[config.mk]
export PLATFORM = sky130hd
export DESIGN_NAME = ycc422_to_rgb_stream_core
export DESIGN_NICKNAME = d
export VERILOG_FILES = /design/src/hdl/ycc_pkg.sv /design/src/hdl/ycc_fifo.sv /design/src/hdl/ycc_front.sv /design/src/hdl/ycc_back.sv /design/src/hdl/ycc422_to_rgb_stream_core.sv
export SDC_FILE = /design/constraint.sdc
export NUM_CORES = 1
export LEC_CHECK = 0
export ABC_AREA = 0
export ABC_CLOCK_PERIOD_IN_PS = 9510
export BUFFER_PORTS_ARGS = -buffer_cell sky130_fd_sc_hd__buf_2
export CAP_MARGIN = 20
export CORE_AREA = 10 10 274 276
export DETAILED_ROUTE_END_ITERATION = 16
export DIE_AREA = 0 0 284 286
export PLACE_DENSITY_LB_ADDON = 0.08
export SETUP_SLACK_MARGIN = 0.02
export SLEW_MARGIN = 0
export SYNTH_ARGS = -nofsm -noshare
export SYNTH_HDL_FRONTEND = slang
export SYNTH_HIERARCHICAL = 1
export SYNTH_SLANG_ARGS = --single-unit
[constraint.sdc]
create_clock -name i_clk -period 9.51 [get_ports i_clk]
set_input_delay 0.4755 -clock i_clk [delete_from_list [all_inputs] [get_ports i_clk]]
set_output_delay 0.4755 -clock i_clk [all_outputs]
set_load 0.05 [all_outputs]
[src/hdl/ycc_pkg.sv]
// ============================================================================
// ycc_pkg: shared types and constants of the 4:2:2 to RGB stream core
// Holds the group phase, job and result types, register indexes, channel
// codes and the fixed-point color coefficients.
// ============================================================================
package ycc_pkg;

    // Configuration port.
    localparam int CFG_IDX_W  = 2;
    localparam int CFG_DATA_W = 13;
    localparam logic [CFG_IDX_W-1:0] REG_FRAME_WIDTH  = 2'd0;
    localparam logic [CFG_IDX_W-1:0] REG_FRAME_HEIGHT = 2'd1;

    localparam logic [CFG_DATA_W-1:0] WIDTH_RESET  = 13'd160;
    localparam logic [CFG_DATA_W-1:0] HEIGHT_RESET = 13'd120;
    localparam logic [CFG_DATA_W-1:0] DIM_MIN_W    = 13'd2;
    localparam logic [CFG_DATA_W-1:0] DIM_MIN_H    = 13'd1;
    localparam logic [CFG_DATA_W-1:0] DIM_MAX      = 13'd4096;

    localparam int COL_W = 11;
    localparam int ROW_W = 12;

    // Channel codes.
    localparam logic [1:0] CH_RED   = 2'd0;
    localparam logic [1:0] CH_GREEN = 2'd1;
    localparam logic [1:0] CH_BLUE  = 2'd2;

    // Fixed-point arithmetic: every product and sum fits 27 signed bits.
    localparam int SUM_W = 27;
    localparam logic signed [SUM_W-1:0] K_Y      = 27'sd76310;
    localparam logic signed [SUM_W-1:0] K_RV     = 27'sd104635;
    localparam logic signed [SUM_W-1:0] K_GU     = -27'sd25690;
    localparam logic signed [SUM_W-1:0] K_GV     = -27'sd53294;
    localparam logic signed [SUM_W-1:0] K_BU     = 27'sd132278;
    localparam logic signed [SUM_W-1:0] Y_OFFSET = 27'sd16;
    localparam logic signed [SUM_W-1:0] C_OFFSET = 27'sd128;
    localparam logic signed [SUM_W-1:0] SAT_HIGH = 27'sh0FFFFFF;
    localparam logic signed [SUM_W-1:0] SAT_LOW  = 27'sh000FFFF;

    typedef enum logic [1:0] {
        PH_U,
        PH_Y0,
        PH_V,
        PH_Y1
    } t_phase;

    // One pixel to convert.
    typedef struct packed {
        logic [7:0] luma;
        logic [7:0] u;
        logic [7:0] v;
        logic       frame_end;
    } t_job;

    // One output channel byte.
    typedef struct packed {
        logic [7:0] value;
        logic [1:0] channel;
        logic       run_last;
        logic       frame_end;
    } t_result;

endpackage

[src/hdl/ycc_fifo.sv]
// ============================================================================
// ycc_fifo: small register queue
// Flip-flop storage with push/full and pop/empty; the head entry is shown
// directly on the read data.
// ============================================================================
module ycc_fifo #(
    parameter int WIDTH = 8,
    parameter int DEPTH = 4
) (
    input  logic             i_clk,
    input  logic             i_rst_n,
    input  logic             i_push,
    input  logic [WIDTH-1:0] i_data,
    output logic             o_full,
    input  logic             i_pop,
    output logic [WIDTH-1:0] o_data,
    output logic             o_empty
);

    localparam int PTR_W = $clog2(DEPTH);
    localparam int CNT_W = $clog2(DEPTH + 1);
    localparam logic [PTR_W-1:0] PTR_LAST = PTR_W'(DEPTH - 1);
    localparam logic [CNT_W-1:0] CNT_FULL = CNT_W'(DEPTH);

    logic [WIDTH-1:0] r_mem [DEPTH];
    logic [PTR_W-1:0] r_wr_ptr, n_wr_ptr;
    logic [PTR_W-1:0] r_rd_ptr, n_rd_ptr;
    logic [CNT_W-1:0] r_count, n_count;
    logic             do_push, do_pop;

    assign o_full  = (r_count == CNT_FULL);
    assign o_empty = (r_count == '0);
    assign o_data  = r_mem[r_rd_ptr];
    assign do_push = i_push && !o_full;
    assign do_pop  = i_pop && !o_empty;

    always_comb begin
        n_wr_ptr = r_wr_ptr;
        n_rd_ptr = r_rd_ptr;
        n_count  = r_count;
        if (do_push) begin
            n_wr_ptr = (r_wr_ptr == PTR_LAST) ? '0 : r_wr_ptr + 1'b1;
        end
        if (do_pop) begin
            n_rd_ptr = (r_rd_ptr == PTR_LAST) ? '0 : r_rd_ptr + 1'b1;
        end
        if (do_push && !do_pop) begin
            n_count = r_count + 1'b1;
        end else if (do_pop && !do_push) begin
            n_count = r_count - 1'b1;
        end
    end

    always_ff @(posedge i_clk) begin
        if (!i_rst_n) begin
            r_wr_ptr <= '0;
            r_rd_ptr <= '0;
            r_count  <= '0;
        end else begin
            r_wr_ptr <= n_wr_ptr;
            r_rd_ptr <= n_rd_ptr;
            r_count  <= n_count;
        end
    end

    always_ff @(posedge i_clk) begin
        if (do_push) begin
            r_mem[r_wr_ptr] <= i_data;
        end
    end

endmodule

[src/hdl/ycc_front.sv]
// ============================================================================
// ycc_front: byte intake and group tracking
// Holds the frame registers, follows the U/Y0/V/Y1 phase, keeps the column
// and row counters and issues one conversion job per pixel.
// ============================================================================
module ycc_front (
    input  logic                           i_clk,
    input  logic                           i_rst_n,
    input  logic                           i_cfg_wr_en,
    input  logic [ycc_pkg::CFG_IDX_W-1:0]  i_cfg_index,
    input  logic [ycc_pkg::CFG_DATA_W-1:0] i_cfg_data,
    input  logic                           i_push,
    input  logic [7:0]                     i_byte,
    output logic                           o_full,
    output logic                           o_job_push,
    output ycc_pkg::t_job                  o_job,
    input  logic                           i_job_full
);

    logic [ycc_pkg::CFG_DATA_W-1:0] r_width, r_height;
    ycc_pkg::t_phase                r_phase, n_phase;
    logic [7:0]                     r_u, r_y0, r_v;
    logic [ycc_pkg::COL_W-1:0]      r_col, n_col;
    logic [ycc_pkg::ROW_W-1:0]      r_row, n_row;

    logic                           accept;
    logic [ycc_pkg::CFG_DATA_W-1:0] width_lim, height_lim;
    logic [ycc_pkg::COL_W:0]        groups_per_row, col_inc;
    logic [ycc_pkg::ROW_W:0]        row_inc;
    logic                           row_wrap, frame_wrap;

    assign o_full = i_job_full;
    assign accept = i_push && !i_job_full;

    // Out-of-range sizes are pulled into the supported range.
    always_comb begin
        width_lim = r_width;
        if (r_width < ycc_pkg::DIM_MIN_W) begin
            width_lim = ycc_pkg::DIM_MIN_W;
        end else if (r_width > ycc_pkg::DIM_MAX) begin
            width_lim = ycc_pkg::DIM_MAX;
        end
        height_lim = r_height;
        if (r_height < ycc_pkg::DIM_MIN_H) begin
            height_lim = ycc_pkg::DIM_MIN_H;
        end else if (r_height > ycc_pkg::DIM_MAX) begin
            height_lim = ycc_pkg::DIM_MAX;
        end
    end

    assign groups_per_row = width_lim[ycc_pkg::CFG_DATA_W-1:1];
    assign col_inc        = {1'b0, r_col} + 1'b1;
    assign row_inc        = {1'b0, r_row} + 1'b1;
    assign row_wrap       = (col_inc >= groups_per_row);
    assign frame_wrap     = row_wrap && (row_inc >= height_lim);

    // Next phase.
    always_comb begin
        n_phase = r_phase;
        if (accept) begin
            case (r_phase)
                ycc_pkg::PH_U:  n_phase = ycc_pkg::PH_Y0;
                ycc_pkg::PH_Y0: n_phase = ycc_pkg::PH_V;
                ycc_pkg::PH_V:  n_phase = ycc_pkg::PH_Y1;
                ycc_pkg::PH_Y1: n_phase = ycc_pkg::PH_U;
                default:        n_phase = ycc_pkg::PH_U;
            endcase
        end
    end

    // Job issue and counter updates.
    always_comb begin
        o_job_push      = 1'b0;
        o_job.luma      = r_y0;
        o_job.u         = r_u;
        o_job.v         = i_byte;
        o_job.frame_end = 1'b0;
        n_col           = r_col;
        n_row           = r_row;
        case (r_phase)
            ycc_pkg::PH_V: begin
                o_job_push = accept;
            end
            ycc_pkg::PH_Y1: begin
                o_job_push      = accept;
                o_job.luma      = i_byte;
                o_job.v         = r_v;
                o_job.frame_end = frame_wrap;
                if (accept) begin
                    n_col = row_wrap ? '0 : col_inc[ycc_pkg::COL_W-1:0];
                    if (row_wrap) begin
                        n_row = frame_wrap ? '0 : row_inc[ycc_pkg::ROW_W-1:0];
                    end
                end
            end
            default: begin
                o_job_push = 1'b0;
            end
        endcase
    end

    always_ff @(posedge i_clk) begin
        if (!i_rst_n) begin
            r_width  <= ycc_pkg::WIDTH_RESET;
            r_height <= ycc_pkg::HEIGHT_RESET;
            r_phase  <= ycc_pkg::PH_U;
            r_u      <= '0;
            r_y0     <= '0;
            r_v      <= '0;
            r_col    <= '0;
            r_row    <= '0;
        end else begin
            if (i_cfg_wr_en) begin
                case (i_cfg_index)
                    ycc_pkg::REG_FRAME_WIDTH:  r_width  <= i_cfg_data;
                    ycc_pkg::REG_FRAME_HEIGHT: r_height <= i_cfg_data;
                    default: ;
                endcase
            end
            r_phase <= n_phase;
            r_col   <= n_col;
            r_row   <= n_row;
            if (accept) begin
                case (r_phase)
                    ycc_pkg::PH_U:  r_u  <= i_byte;
                    ycc_pkg::PH_Y0: r_y0 <= i_byte;
                    ycc_pkg::PH_V:  r_v  <= i_byte;
                    default: ;
                endcase
            end
        end
    end

endmodule

[src/hdl/ycc_back.sv]
// ============================================================================
// ycc_back: color conversion engine
// Turns one pixel job into its luma and chroma products, then sums, clamps and
// emits red, green and blue, one channel per cycle while i_res_full is low.
// ============================================================================
module ycc_back (
    input  logic              i_clk,
    input  logic              i_rst_n,
    input  logic              i_job_empty,
    input  ycc_pkg::t_job     i_job,
    output logic              o_job_pop,
    output logic              o_res_push,
    output ycc_pkg::t_result  o_res,
    input  logic              i_res_full
);

    localparam int SW = ycc_pkg::SUM_W;

    logic                 r_m_valid;
    logic                 r_m_last;
    logic signed [SW-1:0] r_y_term, r_r_term, r_g_term, r_b_term;
    logic [1:0]           r_ch;

    logic                 emit, stage_free;
    logic signed [SW-1:0] y_off, u_off, v_off;
    logic signed [SW-1:0] y_prod, rv_prod, gu_prod, gv_prod, bu_prod;
    logic signed [SW-1:0] chroma, sum;
    logic [7:0]           value;

    assign emit       = r_m_valid && !i_res_full;
    assign stage_free = !r_m_valid || (emit && (r_ch == ycc_pkg::CH_BLUE));
    assign o_job_pop  = stage_free && !i_job_empty;

    // Product stage.
    assign y_off   = $signed({{(SW-8){1'b0}}, i_job.luma}) - ycc_pkg::Y_OFFSET;
    assign u_off   = $signed({{(SW-8){1'b0}}, i_job.u}) - ycc_pkg::C_OFFSET;
    assign v_off   = $signed({{(SW-8){1'b0}}, i_job.v}) - ycc_pkg::C_OFFSET;
    assign y_prod  = y_off * ycc_pkg::K_Y;
    assign rv_prod = v_off * ycc_pkg::K_RV;
    assign gu_prod = u_off * ycc_pkg::K_GU;
    assign gv_prod = v_off * ycc_pkg::K_GV;
    assign bu_prod = u_off * ycc_pkg::K_BU;

    // Sum and clamp stage.
    always_comb begin
        case (r_ch)
            ycc_pkg::CH_RED:   chroma = r_r_term;
            ycc_pkg::CH_GREEN: chroma = r_g_term;
            default:           chroma = r_b_term;
        endcase
        sum = r_y_term + chroma;
        if (sum > ycc_pkg::SAT_HIGH) begin
            value = 8'hFF;
        end else if (sum <= ycc_pkg::SAT_LOW) begin
            value = 8'h00;
        end else begin
            value = sum[23:16];
        end
    end

    assign o_res_push      = emit;
    assign o_res.value     = value;
    assign o_res.channel   = r_ch;
    assign o_res.run_last  = (r_ch == ycc_pkg::CH_BLUE);
    assign o_res.frame_end = r_m_last && (r_ch == ycc_pkg::CH_BLUE);

    always_ff @(posedge i_clk) begin
        if (!i_rst_n) begin
            r_m_valid <= 1'b0;
            r_ch      <= ycc_pkg::CH_RED;
        end else begin
            if (stage_free) begin
                r_m_valid <= !i_job_empty;
            end
            if (emit) begin
                r_ch <= (r_ch == ycc_pkg::CH_BLUE) ? ycc_pkg::CH_RED : r_ch + 1'b1;
            end
        end
    end

    always_ff @(posedge i_clk) begin
        if (o_job_pop) begin
            r_m_last <= i_job.frame_end;
            r_y_term <= y_prod;
            r_r_term <= rv_prod;
            r_g_term <= gu_prod + gv_prod;
            r_b_term <= bu_prod;
        end
    end

endmodule

[src/hdl/ycc422_to_rgb_stream_core.sv]
// ============================================================================
// ycc422_to_rgb_stream_core: packed 4:2:2 YCbCr byte stream to RGB888 bytes
// A V or Y1 transfer writes a job into the job queue; the back pops it into its
// product registers and writes red, green and blue in turn into the output
// queue. Throughput: one output byte per cycle from the single sum-and-clamp
// stage while the output queue has room; a 4-byte group gives 6 output bytes.
// Reset (synchronous, active low) empties both queues, clears the phase and
// counters, and loads the frame size registers with 160 by 120.
// ============================================================================
module ycc422_to_rgb_stream_core #(
    parameter int JOB_DEPTH = 4,
    parameter int OUT_DEPTH = 2
) (
    input  logic                           i_clk,
    input  logic                           i_rst_n,
    // Configuration writes, for the user to make only while the core is idle; the core does not enforce it.
    input  logic                           i_cfg_wr_en,
    input  logic [ycc_pkg::CFG_IDX_W-1:0]  i_cfg_index,
    input  logic [ycc_pkg::CFG_DATA_W-1:0] i_cfg_data,
    // Byte input, queue style.
    input  logic                           push,
    output logic                           full,
    input  logic [7:0]                     i_byte_in,
    // Color byte output, queue style.
    output logic                           empty,
    input  logic                           pop,
    output logic [7:0]                     o_out_value,
    output logic [1:0]                     o_out_channel,
    output logic                           o_run_last,
    output logic                           o_frame_end
);

    // The front tracks the group phase and counters; every V and Y1 transfer
    // becomes one pixel job. The job queue lets the front keep taking bytes
    // while the back is still working on earlier pixels.
    logic             job_push, job_full, job_pop, job_empty;
    ycc_pkg::t_job    job_in, job_head;

    // The back writes one channel byte per cycle, while there is room, into a short
    // output queue, so a briefly stalled consumer does not at once halt the back.
    logic             res_push, res_full;
    ycc_pkg::t_result res_in, res_head;

    ycc_front u_front (
        .i_clk       (i_clk),
        .i_rst_n     (i_rst_n),
        .i_cfg_wr_en (i_cfg_wr_en),
        .i_cfg_index (i_cfg_index),
        .i_cfg_data  (i_cfg_data),
        .i_push      (push),
        .i_byte      (i_byte_in),
        .o_full      (full),
        .o_job_push  (job_push),
        .o_job       (job_in),
        .i_job_full  (job_full)
    );

    ycc_fifo #(
        .WIDTH ($bits(ycc_pkg::t_job)),
        .DEPTH (JOB_DEPTH)
    ) u_job_queue (
        .i_clk   (i_clk),
        .i_rst_n (i_rst_n),
        .i_push  (job_push),
        .i_data  (job_in),
        .o_full  (job_full),
        .i_pop   (job_pop),
        .o_data  (job_head),
        .o_empty (job_empty)
    );

    ycc_back u_back (
        .i_clk       (i_clk),
        .i_rst_n     (i_rst_n),
        .i_job_empty (job_empty),
        .i_job       (job_head),
        .o_job_pop   (job_pop),
        .o_res_push  (res_push),
        .o_res       (res_in),
        .i_res_full  (res_full)
    );

    ycc_fifo #(
        .WIDTH ($bits(ycc_pkg::t_result)),
        .DEPTH (OUT_DEPTH)
    ) u_out_queue (
        .i_clk   (i_clk),
        .i_rst_n (i_rst_n),
        .i_push  (res_push),
        .i_data  (res_in),
        .o_full  (res_full),
        .i_pop   (pop),
        .o_data  (res_head),
        .o_empty (empty)
    );

    // The oldest result sits on the ports while empty is low.
    assign o_out_value   = res_head.value;
    assign o_out_channel = res_head.channel;
    assign o_run_last    = res_head.run_last;
    assign o_frame_end   = res_head.frame_end;

endmodule
# Word level (Yosys, flattened, before mapping)
# Memory sizes are Yosys's and may differ from the RTL's. A register that Yosys moved wholly into a read port is not among the register bits.
# Index checks and enable logic that the tools add are counted.
[word_totals]
ff_bits = 196
latchBits = 0
mem_bits_rw = 124
romBits = 0
in_bits = 28
out_inout_bits = 14
elab_cells = 131
mem_count = 2
[classes]
n_addsub = 16
mul = 5
div_mod_pow = 0
magnitude_cmp = 8
n_eq_ne = 10
shift = 0
mux = 30
bitwise_logic = 0
n_reduce_logical = 39
[memory_table]
columns = ["name", "depth", "word_bits", "rd", "rd_clocked_by_memory_dff", "wr", "line_no", "source"]
rows = [
  ["u_job_queue.r_mem", 4, 25, 1, 1, 1, "ycc_fifo.sv:25", "logic [WIDTH-1:0] r_mem [DEPTH];"],
  ["u_out_queue.r_mem", 2, 12, 1, 1, 1, "ycc_fifo.sv:25", ""],
]
[op_table]
columns = ["cell", "count"]
rows = [
  ["27-bit adder", 2],
  ["27-bit one-hot mux with 2 select lines", 1],
  ["13-bit 2-to-1 mux", 4],
  ["27-bit by 25-bit greater-than comparator with 1-bit output, second input constant", 1],
  ["27-bit by 17-bit less-or-equal comparator with 1-bit output, second input constant", 1],
  ["27-bit by 15-bit multiplier with 26-bit output, second input constant", 1],
  ["27-bit by 16-bit multiplier with 26-bit output, second input constant", 1],
  ["27-bit by 17-bit multiplier with 26-bit output, second input constant", 1],
  ["27-bit by 18-bit multiplier with 26-bit output, second input constant", 1],
  ["27-bit by 18-bit multiplier with 27-bit output, second input constant", 1],
  ["13-bit greater-than comparator, second input constant", 2],
  ["8-bit 2-to-1 mux", 3],
  ["8-bit by 8-bit subtractor with 9-bit output, second input constant", 2],
  ["1-bit logical AND", 14],
  ["2-bit 2-to-1 mux", 7],
  ["12-bit by 1-bit adder with 13-bit output, second input constant", 1],
  ["13-bit >= comparator", 1],
  ["13-bit by 1-bit < comparator with 1-bit output, second input constant", 1],
  ["13-bit by 2-bit < comparator with 1-bit output, second input constant", 1],
  ["11-bit by 1-bit adder with 12-bit output, second input constant", 1],
  ["2-bit == test, second input constant", 6],
  ["12-bit >= comparator", 1],
  ["12-bit 2-to-1 mux", 1],
  ["2-bit AND reduction", 6],
  ["20 further kinds", 47],
]

# Depth between registers and ports, before layout
[depth]
ltp_word = 10
ltp_mapped = 32
ltp_nobuf = 31

# Hierarchy
# Netlist, hierarchy kept.
[by_module_without_submodules]
columns = ["module", "instances", "cells_per_inst", "area_each_um2", "seq_area_each_um2"]
rows = [
  ["ycc_back", 1, 1818, 18242.5, 3213.1],
  ["ycc_front", 1, 522, 4192.8, 1501.4],
  ["ycc_fifo at u_job_queue", 1, 182, 4131.5, 3183.1],
  ["ycc_fifo at u_out_queue", 1, 62, 1094.8, 820.8],
]

# Worst setup path after synthesis
# Ideal clock, no wire load.
[synth_timing]
path_type = "reg-to-reg"
start = "register u_back.r_ch[1]"
end = "register u_job_queue.r_count[2]"
setup_ns = 0.076
arrival_time_ns = 8.188
t_required_ns = 9.434
slack_ns = 1.246
path_stages_with_launch = 12
n_path_buf = 1
period_less_slack_ns = 8.264
path_cell_list = "dfxtp_1 clkbuf_1 nor2b_1 nand2b_1 a21oi_1 o31ai_1 ha_1 inv_1 fa_1 xor2_1 or3_1 a21boi_0"
[synth_rtl]
columns = ["element", "line_no", "source"]
rows = [
  ["from (decl)", "ycc_back.sv:22", "logic [1:0] r_ch;"],
  ["from (signal assigned)", "ycc_back.sv:70", "r_ch <= ycc_pkg::CH_RED;"],
  ["from (signal assigned)", "ycc_back.sv:76", "r_ch <= (r_ch == ycc_pkg::CH_BLUE) ? ycc_pkg::CH_RED : r_ch + 1'b1;"],
  ["to (signal assigned)", "ycc_fifo.sv:62", "r_count <= n_count;"],
  ["to (decl)", "ycc_fifo.sv:28", "logic [CNT_W-1:0] r_count, n_count;"],
]

==> impl_metrics.json <==
{
  "num_rows": 97,
  "critical_path.n_buffers_inverters": 3,
  "dieWidth_um": 284,
  "synth.most_common_cell": "sky130_fd_sc_hd__ha_1",
  "detail_route.first_pass.iterations": 6,
  "grt_pass1_wl_mm": 108,
  "slew_headroom_pct": 26.9,
  "finalHoldViolCount": 0,
  "synthDominantCellAreaShare_pct": 24.9,
  "met1_usage_pct": 22.1,
  "drt_iter0_drc": 847,
  "layout.nets": 3302,
  "initial_utilization_pct": 39.8,
  "critPathArrivalTime_ps": 8840,
  "numPortBuffers": 41,
  "area.growth.synth_to_final_pct": 9.76,
  "finalClockSkew_ps": 21.6,
  "timing.critical_path.required_ps": 9830,
  "mappedNetlistArea_mm2": 0.0277,
  "maxCapViolCount": 0,
  "min_path_cells": 3,
  "gp_routability_congestion": 0.855,
  "critPathCaptureType": "flop",
  "area_enclosed_by_the_die_boundary_mm2": 0.0812,
  "core_area_mm2": 0.0695,
  "final.hold.worst_slack_ps": 145,
  "cpPeakStageDelay_ps": 710,
  "avgRoutedWirePerCell_um": 18.6,
  "root_buffer": "sky130_fd_sc_hd__clkbuf_16",
  "critPathMaxFanout": 15,
  "ys_warn_count": 6,
  "timing.final.crit_share_pct": 89.6,
  "cts_num_sinks": 321,
  "worst_hold_path.endpoint": "u_front/r_height[6]$_SDFFE_PN1P_",
  "cp_slowest_cell": "sky130_fd_sc_hd__dfxtp_2",
  "min_path_type": "in -> reg",
  "setup_viol": 0,
  "netlist_top_cells_count": "sky130_fd_sc_hd__ha_1, sky130_fd_sc_hd__inv_1, sky130_fd_sc_hd__edfxtp_1",
  "dr_total_vias": 18300,
  "drt-total-wl_mm": 67.1,
  "postSynth.topFlopCell": "sky130_fd_sc_hd__edfxtp_1",
  "tritoncts.num_buffers": 40,
  "post-route-drc-count": 0,
  "post_drt_via_cell_ratio": 5.09,
  "worst-r2r-cell-count": 26,
  "maximum_number_of_pins_on_one_net_before_global_route_repair": 61,
  "layout-drive-gt1-share_pct": 8.48,
  "overall_global_routing_usage_pct": 16.6,
  "worst_slew_pin_slew_ps": 1100,
  "postCtsSetupBuffers": 0,
  "fmaxAchievable_mhz": 117,
  "synth-seq-cells": 321,
  "synthDominantAreaCellType": "sky130_fd_sc_hd__edfxtp_1",
  "clk_transition_reported_paths_ps": 60,
  "async_flop_share_pct": 0,
  "run_status": "complete, no violations",
  "postSynthNetCount": 3253,
  "skew_pair_late_insertion_delay_ps": 570,
  "report.final.slew_viol_count": 0,
  "reg2reg_setup_slack_ps": 990,
  "pin_count": 42,
  "global_route.overflow_total": 0,
  "globalRoute.busiestLayer": "met2",
  "global_routing_met3_resource_utilization_pct": 1.84,
  "cts_resized": 0,
  "synth.distinct_cells": 102,
  "critical_path_class": "reg -> reg",
  "fraction_of_the_yosys_area_taken_by_sequential_cells_pct": 31.5,
  "netlist_instances": 2584,
  "endpoint_of_the_worst_slack_reg_to_reg_timing_path": "u_back/r_g_term[26]$_DFFE_PP_",
  "synth.top_cells.by_area": "sky130_fd_sc_hd__edfxtp_1, sky130_fd_sc_hd__ha_1, sky130_fd_sc_hd__fa_1, sky130_fd_sc_hd__dfxtp_1, sky130_fd_sc_hd__inv_1",
  "clock_path_buffers": 3,
  "critPathMostFrequentCell": "sky130_fd_sc_hd__ha_1",
  "dp.final_hpwl_mm": 54.2,
  "postSynthAreaPerCell_um2": 10.7,
  "timing.critical_path.max_delay_family": "compound AO/OA/AOI/OAI gates",
  "holdCritStartpoint": "i_cfg_data[6]",
  "ant_nets": 0,
  "groute.layer.met2.usage_pct": 28.8,
  "grt_setup_unrepaired": "false",
  "synth_edf_count": 229,
  "final.setup.tns_ps": 0,
  "post_cts_hold_buffer_count": 0,
  "grt_antenna_before_repair": 3,
  "timing.critical_path.from_type": "flop",
  "tritoncts": "built",
  "die_h_um": 286,
  "first_global_vias": 19300,
  "htree_num_levels": 2,
  "finalCriticalPeriod_ps": 8520
}
[kinds of logic (layout without fill, tap and decap cells)]
kind of cell | count (synthesis) | in the layout | share of synthesized area [%]
adders and majority gates | 641 | 641 | 33.5
xor gates and xnor gates | 164 | 164 | 5.27
other | 0 | 1 | 0
and+or+nand+nor | 538 | 538 | 9.33
AOI/OAI and AO/OA | 452 | 452 | 10.6
buffers and inverters | 385 | 466 | 5.50
muxes | 83 | 83 | 4.33
DFF | 321 | 321 | 31.5
[state kept, by name, indices dropped and copies added, names as in the netlist, 11 cells and up, named ones only]
| signal | count |
|---|---|
| u_front/r_col | 11 |
| u_back/r_r_term | 26 |
| u_front/r_width | 13 |
| u_job_queue/r_mem | 100 |
| u_back/r_g_term | 26 |
| u_out_queue/r_mem | 24 |
| u_back/r_b_term | 26 |
| u_front/r_height | 13 |
| u_back/r_y_term | 26 |
| u_front/r_row | 12 |
[through the flow]
step           utilization, %  area (um2)  setup slack, ps  instances
6_report                 43.7       30400              990       3606
4_1_cts                  43.6       30300              922       3604
3_3_place_gp             41.5       28900             1150       3529
5_1_grt                  43.7       30400              255       3605
3_5_place_dp             41.6       28900              960       3530
2_1_floorplan               -       27700             1250       2584
[final cells by class]
type,instances,area (um2)
fillers,6594,39200
flip-flops and latches,321,8720
inverters,338,1270
multi-input cells,1878,17400
clock inverters,27,414
diodes,1,2.50
well taps,940,1180
clock buffers,47,1040
repair buffers,54,304
[worst max path at each step]
stage          slack (ps)  depth (start not counted)                        start                                  end
6_report              990                         26                         flop        u_back/r_g_term[26]$_DFFE_PP_
5_1_grt               260                         29                         flop        u_back/r_g_term[26]$_DFFE_PP_
4_1_cts               920                         29                         flop        u_back/r_g_term[26]$_DFFE_PP_
3_5_place_dp          960                         29                         flop        u_back/r_g_term[26]$_DFFE_PP_
3_3_place_gp         1150                         29                         flop        u_back/r_g_term[26]$_DFFE_PP_
2_1_floorplan        1250                         11  u_back/r_ch[1]$_SDFFE_PN0P_  u_job_queue/r_count[2]$_SDFFE_PN0P_
[worst register-to-register path: stages (launching register included)]
cell,delay (ps)
sky130_fd_sc_hd__dfxtp_2,710
sky130_fd_sc_hd__buf_4,380
sky130_fd_sc_hd__mux4_2,720
sky130_fd_sc_hd__inv_1,450
sky130_fd_sc_hd__ha_1,350
sky130_fd_sc_hd__inv_1,190
sky130_fd_sc_hd__ha_1,290
sky130_fd_sc_hd__ha_1,320
sky130_fd_sc_hd__fa_1,500
sky130_fd_sc_hd__ha_1,320
sky130_fd_sc_hd__ha_1,380
sky130_fd_sc_hd__a2111oi_1,590
sky130_fd_sc_hd__a21boi_1,280
sky130_fd_sc_hd__o31ai_1,110
sky130_fd_sc_hd__a21oi_1,240
sky130_fd_sc_hd__o21ai_0,110
sky130_fd_sc_hd__a21oi_1,190
sky130_fd_sc_hd__xnor2_1,110
sky130_fd_sc_hd__ha_1,380
sky130_fd_sc_hd__nand3_1,110
sky130_fd_sc_hd__a311oi_1,370
sky130_fd_sc_hd__nor2_1,110
sky130_fd_sc_hd__a211o_1,300
sky130_fd_sc_hd__o21ai_1,220
sky130_fd_sc_hd__a21o_1,150
sky130_fd_sc_hd__a21oi_1,70
sky130_fd_sc_hd__xnor3_1,320
[routing by layer]
| layer | up-vias | wire [um] |
|---|---|---|
| li1 | 9158 | - |
| met1 | 8910 | 31800 |
| met2 | 213 | 32300 |
| met3 | 66 | 1760 |
| met4 | 0 | 1280 |
| met5 | - | 0 |
[placed cells by master (no fill, tap or decap), types with 9 or more instances in the layout]
cell type,n
sky130_fd_sc_hd__buf_4,11
sky130_fd_sc_hd__clkbuf_16,40
sky130_fd_sc_hd__buf_2,42
sky130_fd_sc_hd__and2_1,12
sky130_fd_sc_hd__a21o_1,44
sky130_fd_sc_hd__mux2_2,28
sky130_fd_sc_hd__nand2_1,218
sky130_fd_sc_hd__o21a_1,13
sky130_fd_sc_hd__o21ai_1,23
sky130_fd_sc_hd__a211oi_1,14
sky130_fd_sc_hd__edfxtp_1,229
sky130_fd_sc_hd__o21ai_0,59
sky130_fd_sc_hd__a21oi_1,177
sky130_fd_sc_hd__o21bai_1,23
sky130_fd_sc_hd__xnor2_1,125
sky130_fd_sc_hd__nand3_1,77
sky130_fd_sc_hd__or2_2,13
sky130_fd_sc_hd__a31oi_1,14
sky130_fd_sc_hd__nand4_1,9
sky130_fd_sc_hd__fa_1,166
sky130_fd_sc_hd__nand2b_1,17
sky130_fd_sc_hd__mux2i_1,30
sky130_fd_sc_hd__nor2b_1,21
sky130_fd_sc_hd__mux4_2,20
sky130_fd_sc_hd__inv_1,337
sky130_fd_sc_hd__ha_1,475
sky130_fd_sc_hd__nor3_1,33
sky130_fd_sc_hd__nor2_1,78
sky130_fd_sc_hd__dfxtp_1,90
sky130_fd_sc_hd__xor2_1,37
Power is left out: the tool's default activity adds up to more than one toggle a clock period on the data nets, which glitch-free logic cannot reach.
